[config.mk]
export PLATFORM = sky130hd
export DESIGN_NAME = linear_probe_hash_table
export DESIGN_NICKNAME = d
export VERILOG_FILES = /design/src/hw/rtl/lpht_pkg.sv /design/src/hw/rtl/linear_probe_hash_table.sv /design/src/hw/rtl/lpht_ram.sv /design/src/hw/rtl/lpht_rem.sv
export VERILOG_INCLUDE_DIRS = /design/src /design/src/hw/rtl
export SDC_FILE = /design/constraint.sdc
export NUM_CORES = 2
export LEC_CHECK = 0
export BUFFER_PORTS_ARGS = -buffer_cell sky130_fd_sc_hd__buf_2
export CAP_MARGIN = 0
export CORE_ASPECT_RATIO = 0.5
export CORE_MARGIN = 1.5
export CORE_UTILIZATION = 33
export DETAILED_ROUTE_END_ITERATION = 6
export PLACE_DENSITY = 0.56
export SYNTH_ARGS = -nofsm -noshare
export SYNTH_HDL_FRONTEND = slang
export SYNTH_SLANG_ARGS = --single-unit
[constraint.sdc]
create_clock -name i_clk -period 5.8 [get_ports i_clk]
set_input_delay 0.87 -clock i_clk [delete_from_list [all_inputs] [get_ports i_clk]]
set_output_delay 0.87 -clock i_clk [all_outputs]
set_load 0.05 [all_outputs]
[src/hw/rtl/linear_probe_hash_table_defines.svh]
// Assertion macros used by the top-level RTL file of the hash table.
`ifndef LINEAR_PROBE_HASH_TABLE_DEFINES_SVH
`define LINEAR_PROBE_HASH_TABLE_DEFINES_SVH

// The consequent must hold in the same cycle as the antecedent.
`define LPHT_ASSERT_IMPLIES(label, clk, rst_n, ante, cons) \
    label: assert property (@(posedge clk) disable iff (!(rst_n)) (ante) |-> (cons)) \
        else $error("assertion failed: same-cycle implication");

// The consequent must hold in the cycle after the antecedent.
`define LPHT_ASSERT_NEXT(label, clk, rst_n, ante, cons) \
    label: assert property (@(posedge clk) disable iff (!(rst_n)) (ante) |=> (cons)) \
        else $error("assertion failed: next-cycle implication");

`endif

[src/hw/rtl/lpht_pkg.sv]
package lpht_pkg;

    localparam int KEY_IN_W   = 16;
    localparam int VALUE_IN_W = 32;
    localparam int SIZE_W     = 7;
    localparam int SLOT_W     = 6;
    localparam int STATUS_W   = 3;

    localparam logic [SIZE_W-1:0] TABLE_SIZE_RESET = 7'd64;
    localparam logic              ACTION_GET       = 1'b1;

    typedef enum logic [STATUS_W-1:0] {
        ST_INSERTED = 3'd0,
        ST_UPDATED  = 3'd1,
        ST_FULL     = 3'd2,
        ST_HIT      = 3'd3,
        ST_MISS     = 3'd4
    } t_status;

    typedef enum logic [2:0] {
        S_CLEAR,
        S_IDLE,
        S_HASH,
        S_READ,
        S_CHECK,
        S_DONE
    } t_state;

endpackage

[src/hw/rtl/linear_probe_hash_table.sv]
// Channel   Valid        Ready        Payload
// request   i_in_valid   o_in_ready   i_action, i_key, i_value
// result    o_out_valid  i_out_ready  o_status, o_value_out, o_slot
// config    i_cfg_we     (none)       i_cfg_data
//
// After reset every slot of the memory is cleared before the first request is taken.
// A request forms the home slot in the bit-serial remainder unit, then reads each probed slot
// from the registered memory (S_READ) and compares it (S_CHECK), then loads the result in
// S_DONE; the next request is taken once the block is back in S_IDLE.
// One request is in flight at a time; the result register lets a new request enter while
// the previous result waits, and a finished request waits in turn while the result is stalled.
`include "linear_probe_hash_table_defines.svh"

module linear_probe_hash_table
    import lpht_pkg::*;
#(
    parameter int DEPTH       = 64,
    parameter int KEY_WIDTH   = 16,
    parameter int VALUE_WIDTH = 32
) (
    input  logic                  i_clk,
    input  logic                  i_rst_n,
    input  logic                  i_in_valid,
    output logic                  o_in_ready,
    input  logic                  i_action,
    input  logic [KEY_IN_W-1:0]   i_key,
    input  logic [VALUE_IN_W-1:0] i_value,
    output logic                  o_out_valid,
    input  logic                  i_out_ready,
    output logic [STATUS_W-1:0]   o_status,
    output logic [VALUE_IN_W-1:0] o_value_out,
    output logic [SLOT_W-1:0]     o_slot,
    input  logic                  i_cfg_we,
    input  logic [SIZE_W-1:0]     i_cfg_data
);

    localparam int AW     = (DEPTH > 1) ? $clog2(DEPTH) : 1;
    localparam int WORD_W = 1 + KEY_WIDTH + VALUE_WIDTH;

    t_state                  r_state, n_state;
    logic [SIZE_W-1:0]       r_table_size;
    logic [SIZE_W-1:0]       size_use;
    logic [AW-1:0]           r_clr, n_clr;
    logic                    r_action, n_action;
    logic [KEY_WIDTH-1:0]    r_key, n_key;
    logic [VALUE_WIDTH-1:0]  r_value, n_value;
    logic [SIZE_W-1:0]       r_size, n_size;
    logic [AW-1:0]           r_idx, n_idx;
    logic [SIZE_W-1:0]       r_probe, n_probe;
    t_status                 r_res_status, n_res_status;
    logic [VALUE_WIDTH-1:0]  r_res_value, n_res_value;
    logic [AW-1:0]           r_res_slot, n_res_slot;
    logic                    r_out_valid, n_out_valid;
    logic [STATUS_W-1:0]     r_status, n_status;
    logic [VALUE_IN_W-1:0]   r_value_out, n_value_out;
    logic [SLOT_W-1:0]       r_slot, n_slot;

    logic [31:0]             key_wide;
    logic [63:0]             value_wide;
    logic [31:0]             idx_wide;
    logic [31:0]             res_slot_wide;
    logic [31:0]             rem_wide;
    logic [63:0]             res_value_wide;
    logic                    accept;
    logic                    rem_start;
    logic                    rem_done;
    logic [SIZE_W-1:0]       rem_out;
    logic                    ram_we;
    logic [AW-1:0]           ram_waddr;
    logic [WORD_W-1:0]       ram_wdata;
    logic [WORD_W-1:0]       ram_rdata;
    logic                    rd_occ;
    logic [KEY_WIDTH-1:0]    rd_key;
    logic [VALUE_WIDTH-1:0]  rd_value;

    lpht_ram #(
        .WIDTH (WORD_W),
        .DEPTH (DEPTH)
    ) u_ram (
        .i_clk   (i_clk),
        .i_we    (ram_we),
        .i_waddr (ram_waddr),
        .i_wdata (ram_wdata),
        .i_raddr (r_idx),
        .o_rdata (ram_rdata)
    );

    lpht_rem #(
        .DIVIDEND_W (KEY_WIDTH)
    ) u_rem (
        .i_clk      (i_clk),
        .i_rst_n    (i_rst_n),
        .i_start    (rem_start),
        .i_dividend (n_key),
        .i_divisor  (n_size),
        .o_done     (rem_done),
        .o_rem      (rem_out)
    );

    always_comb begin
        size_use = r_table_size;
        if (r_table_size == '0) begin
            size_use = SIZE_W'(1);
        end
        if (32'(r_table_size) > 32'(DEPTH)) begin
            size_use = SIZE_W'(DEPTH);
        end
    end

    assign key_wide       = 32'(i_key);
    assign value_wide     = 64'(i_value);
    assign idx_wide       = 32'(r_idx);
    assign rem_wide       = 32'(rem_out);
    assign res_slot_wide  = 32'(r_res_slot);
    assign res_value_wide = 64'(r_res_value);
    assign rd_occ         = ram_rdata[WORD_W-1];
    assign rd_key         = ram_rdata[VALUE_WIDTH +: KEY_WIDTH];
    assign rd_value       = ram_rdata[VALUE_WIDTH-1:0];
    assign o_in_ready     = (r_state == S_IDLE);
    assign accept         = i_in_valid && o_in_ready;
    assign rem_start      = accept;

    always_comb begin
        n_state      = r_state;
        n_clr        = r_clr;
        n_action     = r_action;
        n_key        = r_key;
        n_value      = r_value;
        n_size       = r_size;
        n_idx        = r_idx;
        n_probe      = r_probe;
        n_res_status = r_res_status;
        n_res_value  = r_res_value;
        n_res_slot   = r_res_slot;
        n_out_valid  = r_out_valid && !i_out_ready;
        n_status     = r_status;
        n_value_out  = r_value_out;
        n_slot       = r_slot;
        ram_we       = 1'b0;
        ram_waddr    = r_idx;
        ram_wdata    = {1'b1, r_key, r_value};
        case (r_state)
            S_CLEAR: begin
                ram_we    = 1'b1;
                ram_waddr = r_clr;
                ram_wdata = '0;
                n_clr     = r_clr + 1'b1;
                if (32'(r_clr) == 32'(DEPTH - 1)) begin
                    n_state = S_IDLE;
                end
            end
            S_IDLE: begin
                if (accept) begin
                    n_action = i_action;
                    n_key    = key_wide[KEY_WIDTH-1:0];
                    n_value  = value_wide[VALUE_WIDTH-1:0];
                    n_size   = size_use;
                    n_probe  = '0;
                    n_state  = S_HASH;
                end
            end
            S_HASH: begin
                if (rem_done) begin
                    n_idx   = rem_wide[AW-1:0];
                    n_state = S_READ;
                end
            end
            S_READ: begin
                n_state = S_CHECK;
            end
            S_CHECK: begin
                n_res_value = '0;
                n_res_slot  = '0;
                n_state     = S_DONE;
                if (!rd_occ) begin
                    if (r_action == ACTION_GET) begin
                        n_res_status = ST_MISS;
                    end else begin
                        ram_we       = 1'b1;
                        n_res_status = ST_INSERTED;
                        n_res_slot   = r_idx;
                    end
                end else if (rd_key == r_key) begin
                    n_res_slot = r_idx;
                    if (r_action == ACTION_GET) begin
                        n_res_status = ST_HIT;
                        n_res_value  = rd_value;
                    end else begin
                        ram_we       = 1'b1;
                        n_res_status = ST_UPDATED;
                    end
                end else if (32'(r_probe) + 32'd1 == 32'(r_size)) begin
                    n_res_status = (r_action == ACTION_GET) ? ST_MISS : ST_FULL;
                end else begin
                    n_probe = r_probe + 1'b1;
                    if (idx_wide + 32'd1 == 32'(r_size)) begin
                        n_idx = '0;
                    end else begin
                        n_idx = r_idx + 1'b1;
                    end
                    n_state = S_READ;
                end
            end
            S_DONE: begin
                if (!r_out_valid || i_out_ready) begin
                    n_out_valid = 1'b1;
                    n_status    = r_res_status;
                    n_value_out = res_value_wide[VALUE_IN_W-1:0];
                    n_slot      = res_slot_wide[SLOT_W-1:0];
                    n_state     = S_IDLE;
                end
            end
            default: begin
                n_state = S_IDLE;
            end
        endcase
    end

    always_ff @(posedge i_clk) begin
        if (!i_rst_n) begin
            r_state      <= S_CLEAR;
            r_clr        <= '0;
            r_table_size <= TABLE_SIZE_RESET;
            r_out_valid  <= 1'b0;
        end else begin
            r_state     <= n_state;
            r_clr       <= n_clr;
            r_out_valid <= n_out_valid;
            if (i_cfg_we) begin
                r_table_size <= i_cfg_data;
            end
        end
        r_action     <= n_action;
        r_key        <= n_key;
        r_value      <= n_value;
        r_size       <= n_size;
        r_idx        <= n_idx;
        r_probe      <= n_probe;
        r_res_status <= n_res_status;
        r_res_value  <= n_res_value;
        r_res_slot   <= n_res_slot;
        r_status     <= n_status;
        r_value_out  <= n_value_out;
        r_slot       <= n_slot;
    end

    assign o_out_valid = r_out_valid;
    assign o_status    = r_status;
    assign o_value_out = r_value_out;
    assign o_slot      = r_slot;

    `LPHT_ASSERT_NEXT(a_accept_starts_hash, i_clk, i_rst_n, accept, r_state == S_HASH)
    `LPHT_ASSERT_IMPLIES(a_rem_in_range, i_clk, i_rst_n, rem_done, 32'(rem_out) < 32'(r_size))
    `LPHT_ASSERT_IMPLIES(a_idx_in_range, i_clk, i_rst_n, r_state == S_READ, idx_wide < 32'(r_size))
    `LPHT_ASSERT_IMPLIES(a_probe_bound, i_clk, i_rst_n, r_state == S_CHECK, r_probe < r_size)

endmodule

[src/hw/rtl/lpht_ram.sv]
module lpht_ram #(
    parameter int WIDTH = 8,
    parameter int DEPTH = 64,
    parameter int AW    = (DEPTH > 1) ? $clog2(DEPTH) : 1
) (
    input  logic             i_clk,
    input  logic             i_we,
    input  logic [AW-1:0]    i_waddr,
    input  logic [WIDTH-1:0] i_wdata,
    input  logic [AW-1:0]    i_raddr,
    output logic [WIDTH-1:0] o_rdata
);

    logic [WIDTH-1:0] r_mem [DEPTH];
    logic [WIDTH-1:0] r_rdata;

    always_ff @(posedge i_clk) begin
        if (i_we) begin
            r_mem[i_waddr] <= i_wdata;
        end
        r_rdata <= r_mem[i_raddr];
    end

    assign o_rdata = r_rdata;

endmodule

[src/hw/rtl/lpht_rem.sv]
module lpht_rem
    import lpht_pkg::*;
#(
    parameter int DIVIDEND_W = 16
) (
    input  logic                  i_clk,
    input  logic                  i_rst_n,
    input  logic                  i_start,
    input  logic [DIVIDEND_W-1:0] i_dividend,
    input  logic [SIZE_W-1:0]     i_divisor,
    output logic                  o_done,
    output logic [SIZE_W-1:0]     o_rem
);

    localparam int CW = $clog2(DIVIDEND_W + 1);

    logic                  r_busy, n_busy;
    logic                  r_done, n_done;
    logic [CW-1:0]         r_cnt, n_cnt;
    logic [DIVIDEND_W-1:0] r_shift, n_shift;
    logic [SIZE_W-1:0]     r_div, n_div;
    logic [SIZE_W-1:0]     r_rem, n_rem;
    logic [SIZE_W:0]       trial;
    logic                  last;

    // One restoring step per cycle: shift in the next dividend bit and
    // subtract the divisor when the partial remainder reaches it.
    always_comb begin
        trial   = {r_rem, r_shift[DIVIDEND_W-1]};
        last    = (r_cnt == CW'(DIVIDEND_W - 1));
        n_busy  = r_busy;
        n_done  = 1'b0;
        n_cnt   = r_cnt;
        n_shift = r_shift;
        n_div   = r_div;
        n_rem   = r_rem;
        if (i_start) begin
            n_busy  = 1'b1;
            n_cnt   = '0;
            n_shift = i_dividend;
            n_div   = i_divisor;
            n_rem   = '0;
        end else if (r_busy) begin
            if (trial >= {1'b0, r_div}) begin
                trial = trial - {1'b0, r_div};
            end
            n_rem   = trial[SIZE_W-1:0];
            n_shift = r_shift << 1;
            n_cnt   = r_cnt + 1'b1;
            if (last) begin
                n_busy = 1'b0;
                n_done = 1'b1;
            end
        end
    end

    always_ff @(posedge i_clk) begin
        if (!i_rst_n) begin
            r_busy <= 1'b0;
            r_done <= 1'b0;
        end else begin
            r_busy <= n_busy;
            r_done <= n_done;
        end
        r_cnt   <= n_cnt;
        r_shift <= n_shift;
        r_div   <= n_div;
        r_rem   <= n_rem;
    end

    assign o_done = r_done;
    assign o_rem  = r_rem;

endmodule

==> out/metrics.sh <==
VDD.IR_DROP.WORST_mV=0.242
P_LEAK_nW=44.1
FINAL.MIN_CLOCK_PERIOD_PS=4550
FLOORPLAN.DIE.WIDTH_MICRONS=886
CRITICAL_PATH.MAX_FANOUT=39
FINAL_UTIL=0.382
CLK-INSERTION-DELAY-LATE_PS=890
CP-START-KIND='register'
FINALNONFILLERCELLS=11300
BUFFER_PORTS.INSERTED=103
CLOCK_TREE_FROM_TRITONCTS='yes'
GR-USAGE-ALL-LAYERS=0.173
WORST_SLEW_MARGIN_REL=0.152
CLOCK_SINK_COUNT=3390
DIE-AREA_SQ_MM=0.394
AREA_GROWTH_PCT=15.0
GP_CONGESTION=0.786
REG2REG_TO='u_ram.r_mem[58][8]'
WORST_CLOCK_SKEW_PS=61.6
PLACEABLE_AREA_SQ_MM=0.386
POST_CTS_HOLD_BUFFER_COUNT=0
POSTSYNTHNETCOUNT=5599
CAP_VIOLATIONS=0
CTS_INSERTED_BUFFERS=332
POSTCTSSETUPBUFFERS=0
POWER_PER_CELL_AREA_mW_PER_MM2=324
MULTIPLEXER_SHARE_OF_THE_SYNTHESIZED_AREA=0.169
WORSTHOLDSTART='i_value[3]'
SYNTHDISTINCTLIBCELLS=59
SYNTH_SIMPLE_GATE_AREA_SHARE=0.0186
SLEW_AT_THE_PIN_CLOSEST_TO_ITS_MAX_SLEW_LIMIT_PS=1270
TIMING.HOLD.WORST.CLASS='input port to register'
TIMING.FINAL.SETUP_VIOLATIONS=0
SYNTH_XOR_XNOR_AREA_SHARE=0.00359
POST_SYNTH_MAIN_AREA_CONTRIBUTORS='sky130_fd_sc_hd__edfxtp_1, sky130_fd_sc_hd__mux4_2, sky130_fd_sc_hd__dfxtp_1'
CORE.ROWCOUNT=161
YOSYSTOPAREACELL='sky130_fd_sc_hd__edfxtp_1'
REG2REG_SETUP_SLACK_PS=1250
YOSYS_WARNINGS=0
WORST_EP_ARRIVAL_TIME_PS=5050
SYNTH-SEQ-AREA-SHARE=0.784
COMPOUND_CELL_AREA_SHARE_OF_THE_YOSYS_NETLIST=0.0123
WORST_SETUP_PATH_END_KIND='register'
POST_DRT_ANTENNA_NETS=0
CTS_HTREE_LEVELS=5
FP.DIEH_MICRONS=444
RUN_STATUS='finished, final reports clean'
CTS_ROOT_BUF='sky130_fd_sc_hd__clkbuf_16'
POST_SYNTH_FA_HA_MAJ_AREA_FRACTION=0.00162
SYN-MEAN-INSTANCE-AREA_SQ_UM=23.3
FINISH.NET_COUNT=6001
SYNTH_TOP_CELL_AREA_SHARE=0.768
ROUTED_WIRE_LENGTH_PER_INSTANCE_MICRONS=30.6
PLACE_INST=10700
PERIOD_SHARE=0.784
GRT_REMAINING_OVERFLOW=0
PLACEMENT.SETUP.WORST_SLACK_PS=1280
POST_DRT_VIA_CELL_RATIO=5.34
NUMBER_OF_ANTENNA_VIOLATIONS_AT_THE_FIRST_CHECK_IN_GLOBAL_ROUTING=25
YS.FLOP_TYPE='sky130_fd_sc_hd__edfxtp_1'
SYNTH_SEQ_CELLS=3390
DRC=0
DETAIL_ROUTE.FIRST_PASS.ITERATIONS=5
INITIAL_UTIL=0.333
CLK_TRANSITION_REPORTED_PATHS_PS=60
WORST-ENDPOINT-REQUIRED_PS=6300
GRT_PASS1_VIAS=61100
SYNTH_EDF_COUNT=3287
CTS.REPAIR.RESIZED=0
DP_HPWL_MICRONS=204000
WORST_R2R_SRC='r_state[2]'
DRT_ITER0_MARKERS=7559
FIN_SETUP_TNS_PS=0
SYNTHARSTFLOPSHARE=0
WORSTHOLDPATHCELLS=1
NUM_VIAS=60500
WHS_ENDPOINT='r_value[3]'
POST_SYNTH_INST_COUNT=5522
POST_SYNTH_INSTANCE_AREA_SQ_MM=0.129
FINAL_HOLD_VIOL_COUNT=0
GRT_MAX_DEGREE=103
SLEW_VIOLATIONS=0
GRT_FIRST_PASS_WIRELENGTH_MICRONS=486000
UNREPAIRED_SETUP_ENDPOINTS_AFTER_GLOBAL_ROUTING='no'
CLOCK_TREE.BUFFER_DEPTH=4
SYNTH_TOP_FAMILY_BY_AREA='multiplexers'
IOS=104
WORST-R2R-CELL-COUNT=7
POST_ROUTE_CELLS_DRIVE_ABOVE_1_SHARE=0.300
MAX_CLOCK_FREQ_MHz=220
WORSTSETUPPATHTYPE='register to register'
DETAIL_ROUTE.WIRELENGTH_MICRONS=347000
SETUP_WS_PS=1250
-- stage by stage --
step                      hold WS, ps  instance area (sq um)  power, mW
after floorplan                   400                 129000       27.3
final                             151                 148000       47.9
after global placement            403                 137000       27.5
after CTS                        89.0                 148000       48.3
after global routing              119                 148000       49.2
after detailed placement          406                 137000       27.5
-- area by class of cell --
cell class / instances / area [sq um]
fill: 34300 / 239000
sequential: 3390 / 101000
multi-input combinational: 1825 / 27000
clock buffer: 422 / 8950
tap: 5134 / 6420
timing repair buffer: 355 / 3150
clock inverter: 171 / 1380
inverter: 20 / 78.8
antenna: 8 / 20.0
-- synth_stat cells, drive strengths merged, types with 4 or more instances --
cell type     n
xnor2        32
a21boi        4
nor3          8
a31oi        15
nor2        119
mux4        923
nand2       181
inv          20
and2         65
edfxtp     3287
xor2         13
and3         38
a21oi        31
nand2b        8
o22ai        57
o21ai        29
a22oi        42
clkbuf      141
o21a          5
buf         146
o211ai       31
dfxtp       103
nand4        13
nand3b        9
or3           5
or2          16
nor2b        14
mux2i        98
ha           15
nand3        17
-- flip-flops by register name, summed over array words and instances, names as in the netlist, 7 cells and up --
register,count
o_value_out,32
r_key,16
r_probe,7
r_res_value,32
r_size,7
r_table_size,7
r_value,32
u_ram.o_rdata,49
u_ram.r_mem,3136
u_rem.o_rem,7
u_rem.r_div,7
u_rem.r_shift,16
-- how the worst max path moves through the flow --
| stage | startpoint | endpoint | slack [ps] | depth (start not counted) |
|---|---|---|---|---|
| 5_1_grt | r_state[2] | u_ram.r_mem[58][10] | 1070 | 6 |
| 3_3_place_gp | r_key[13] | u_ram.r_mem[47][20] | 1230 | 11 |
| 3_5_place_dp | r_key[13] | u_ram.r_mem[47][20] | 1280 | 11 |
| 4_1_cts | r_key[13] | u_ram.r_mem[47][25] | 1240 | 11 |
| 2_1_floorplan | r_key[10] | u_ram.r_mem[3][0] | 1170 | 10 |
| 6_report | r_state[2] | u_ram.r_mem[58][8] | 1250 | 7 |
-- layout by cell type (no fill, tap or decap), types with 9 or more instances in the layout --
master and n:
sky130_fd_sc_hd__clkbuf_16 344, sky130_fd_sc_hd__o21ai_0 17, sky130_fd_sc_hd__nand3b_1 9, sky130_fd_sc_hd__nor2_1 52
sky130_fd_sc_hd__nor2b_1 12, sky130_fd_sc_hd__nor2_4 67, sky130_fd_sc_hd__a21oi_1 31, sky130_fd_sc_hd__edfxtp_1 3287
sky130_fd_sc_hd__nand4_1 13, sky130_fd_sc_hd__or2_0 12, sky130_fd_sc_hd__mux2i_1 98, sky130_fd_sc_hd__inv_1 17
sky130_fd_sc_hd__buf_2 103, sky130_fd_sc_hd__a31oi_1 15, sky130_fd_sc_hd__and3_1 38, sky130_fd_sc_hd__and2_2 40
sky130_fd_sc_hd__xor2_1 13, sky130_fd_sc_hd__clkbuf_1 73, sky130_fd_sc_hd__bufinv_16 21, sky130_fd_sc_hd__nand2_1 180
sky130_fd_sc_hd__ha_1 14, sky130_fd_sc_hd__clkinv_2 61, sky130_fd_sc_hd__clkinv_1 70, sky130_fd_sc_hd__buf_12 59
sky130_fd_sc_hd__and2_1 21, sky130_fd_sc_hd__dfxtp_1 102, sky130_fd_sc_hd__mux4_2 923, sky130_fd_sc_hd__buf_4 193
sky130_fd_sc_hd__xnor2_1 32, sky130_fd_sc_hd__o21ai_1 12, sky130_fd_sc_hd__nand3_1 17, sky130_fd_sc_hd__o22ai_1 57
sky130_fd_sc_hd__a22oi_1 42, sky130_fd_sc_hd__o211ai_1 31
-- metal layers --
layer  vias up  global-route usage  routed length [microns]
met3       431              0.0240                    23700
met4         2              0.0425                     8450
met5         -                   0                       13
met2      2473               0.275                   164000
li1      24300                   -                        -
met1     33300               0.252                   151000
-- report_power, final --
group,total (mW),internal [mW],switching (mW)
Sequential,26.6,26.6,0.0414
Combinational,0.323,0.109,0.214
Clock,21.0,11.8,9.11
-- logic make-up (layout without fill, tap and decap cells) --
kind of cell | Yosys count | in the layout
compound gates | 239 | 239
xor+xnor | 48 | 48
fa+ha+maj | 16 | 16
buf+inv | 307 | 968
flops | 3390 | 3390
mux | 1021 | 1021
other cells | 0 | 8
simple gates | 501 | 501
-- worst max-delay path, stage by stage (launching register included) --
cell	delay [ps]
sky130_fd_sc_hd__dfxtp_1	440
sky130_fd_sc_hd__nor3_4	690
sky130_fd_sc_hd__inv_4	360
sky130_fd_sc_hd__mux2i_1	230
sky130_fd_sc_hd__buf_4	190
sky130_fd_sc_hd__or3_1	700
sky130_fd_sc_hd__nor2_4	750
sky130_fd_sc_hd__buf_4	680
Note: power is estimated with default switching activity, not from simulation.
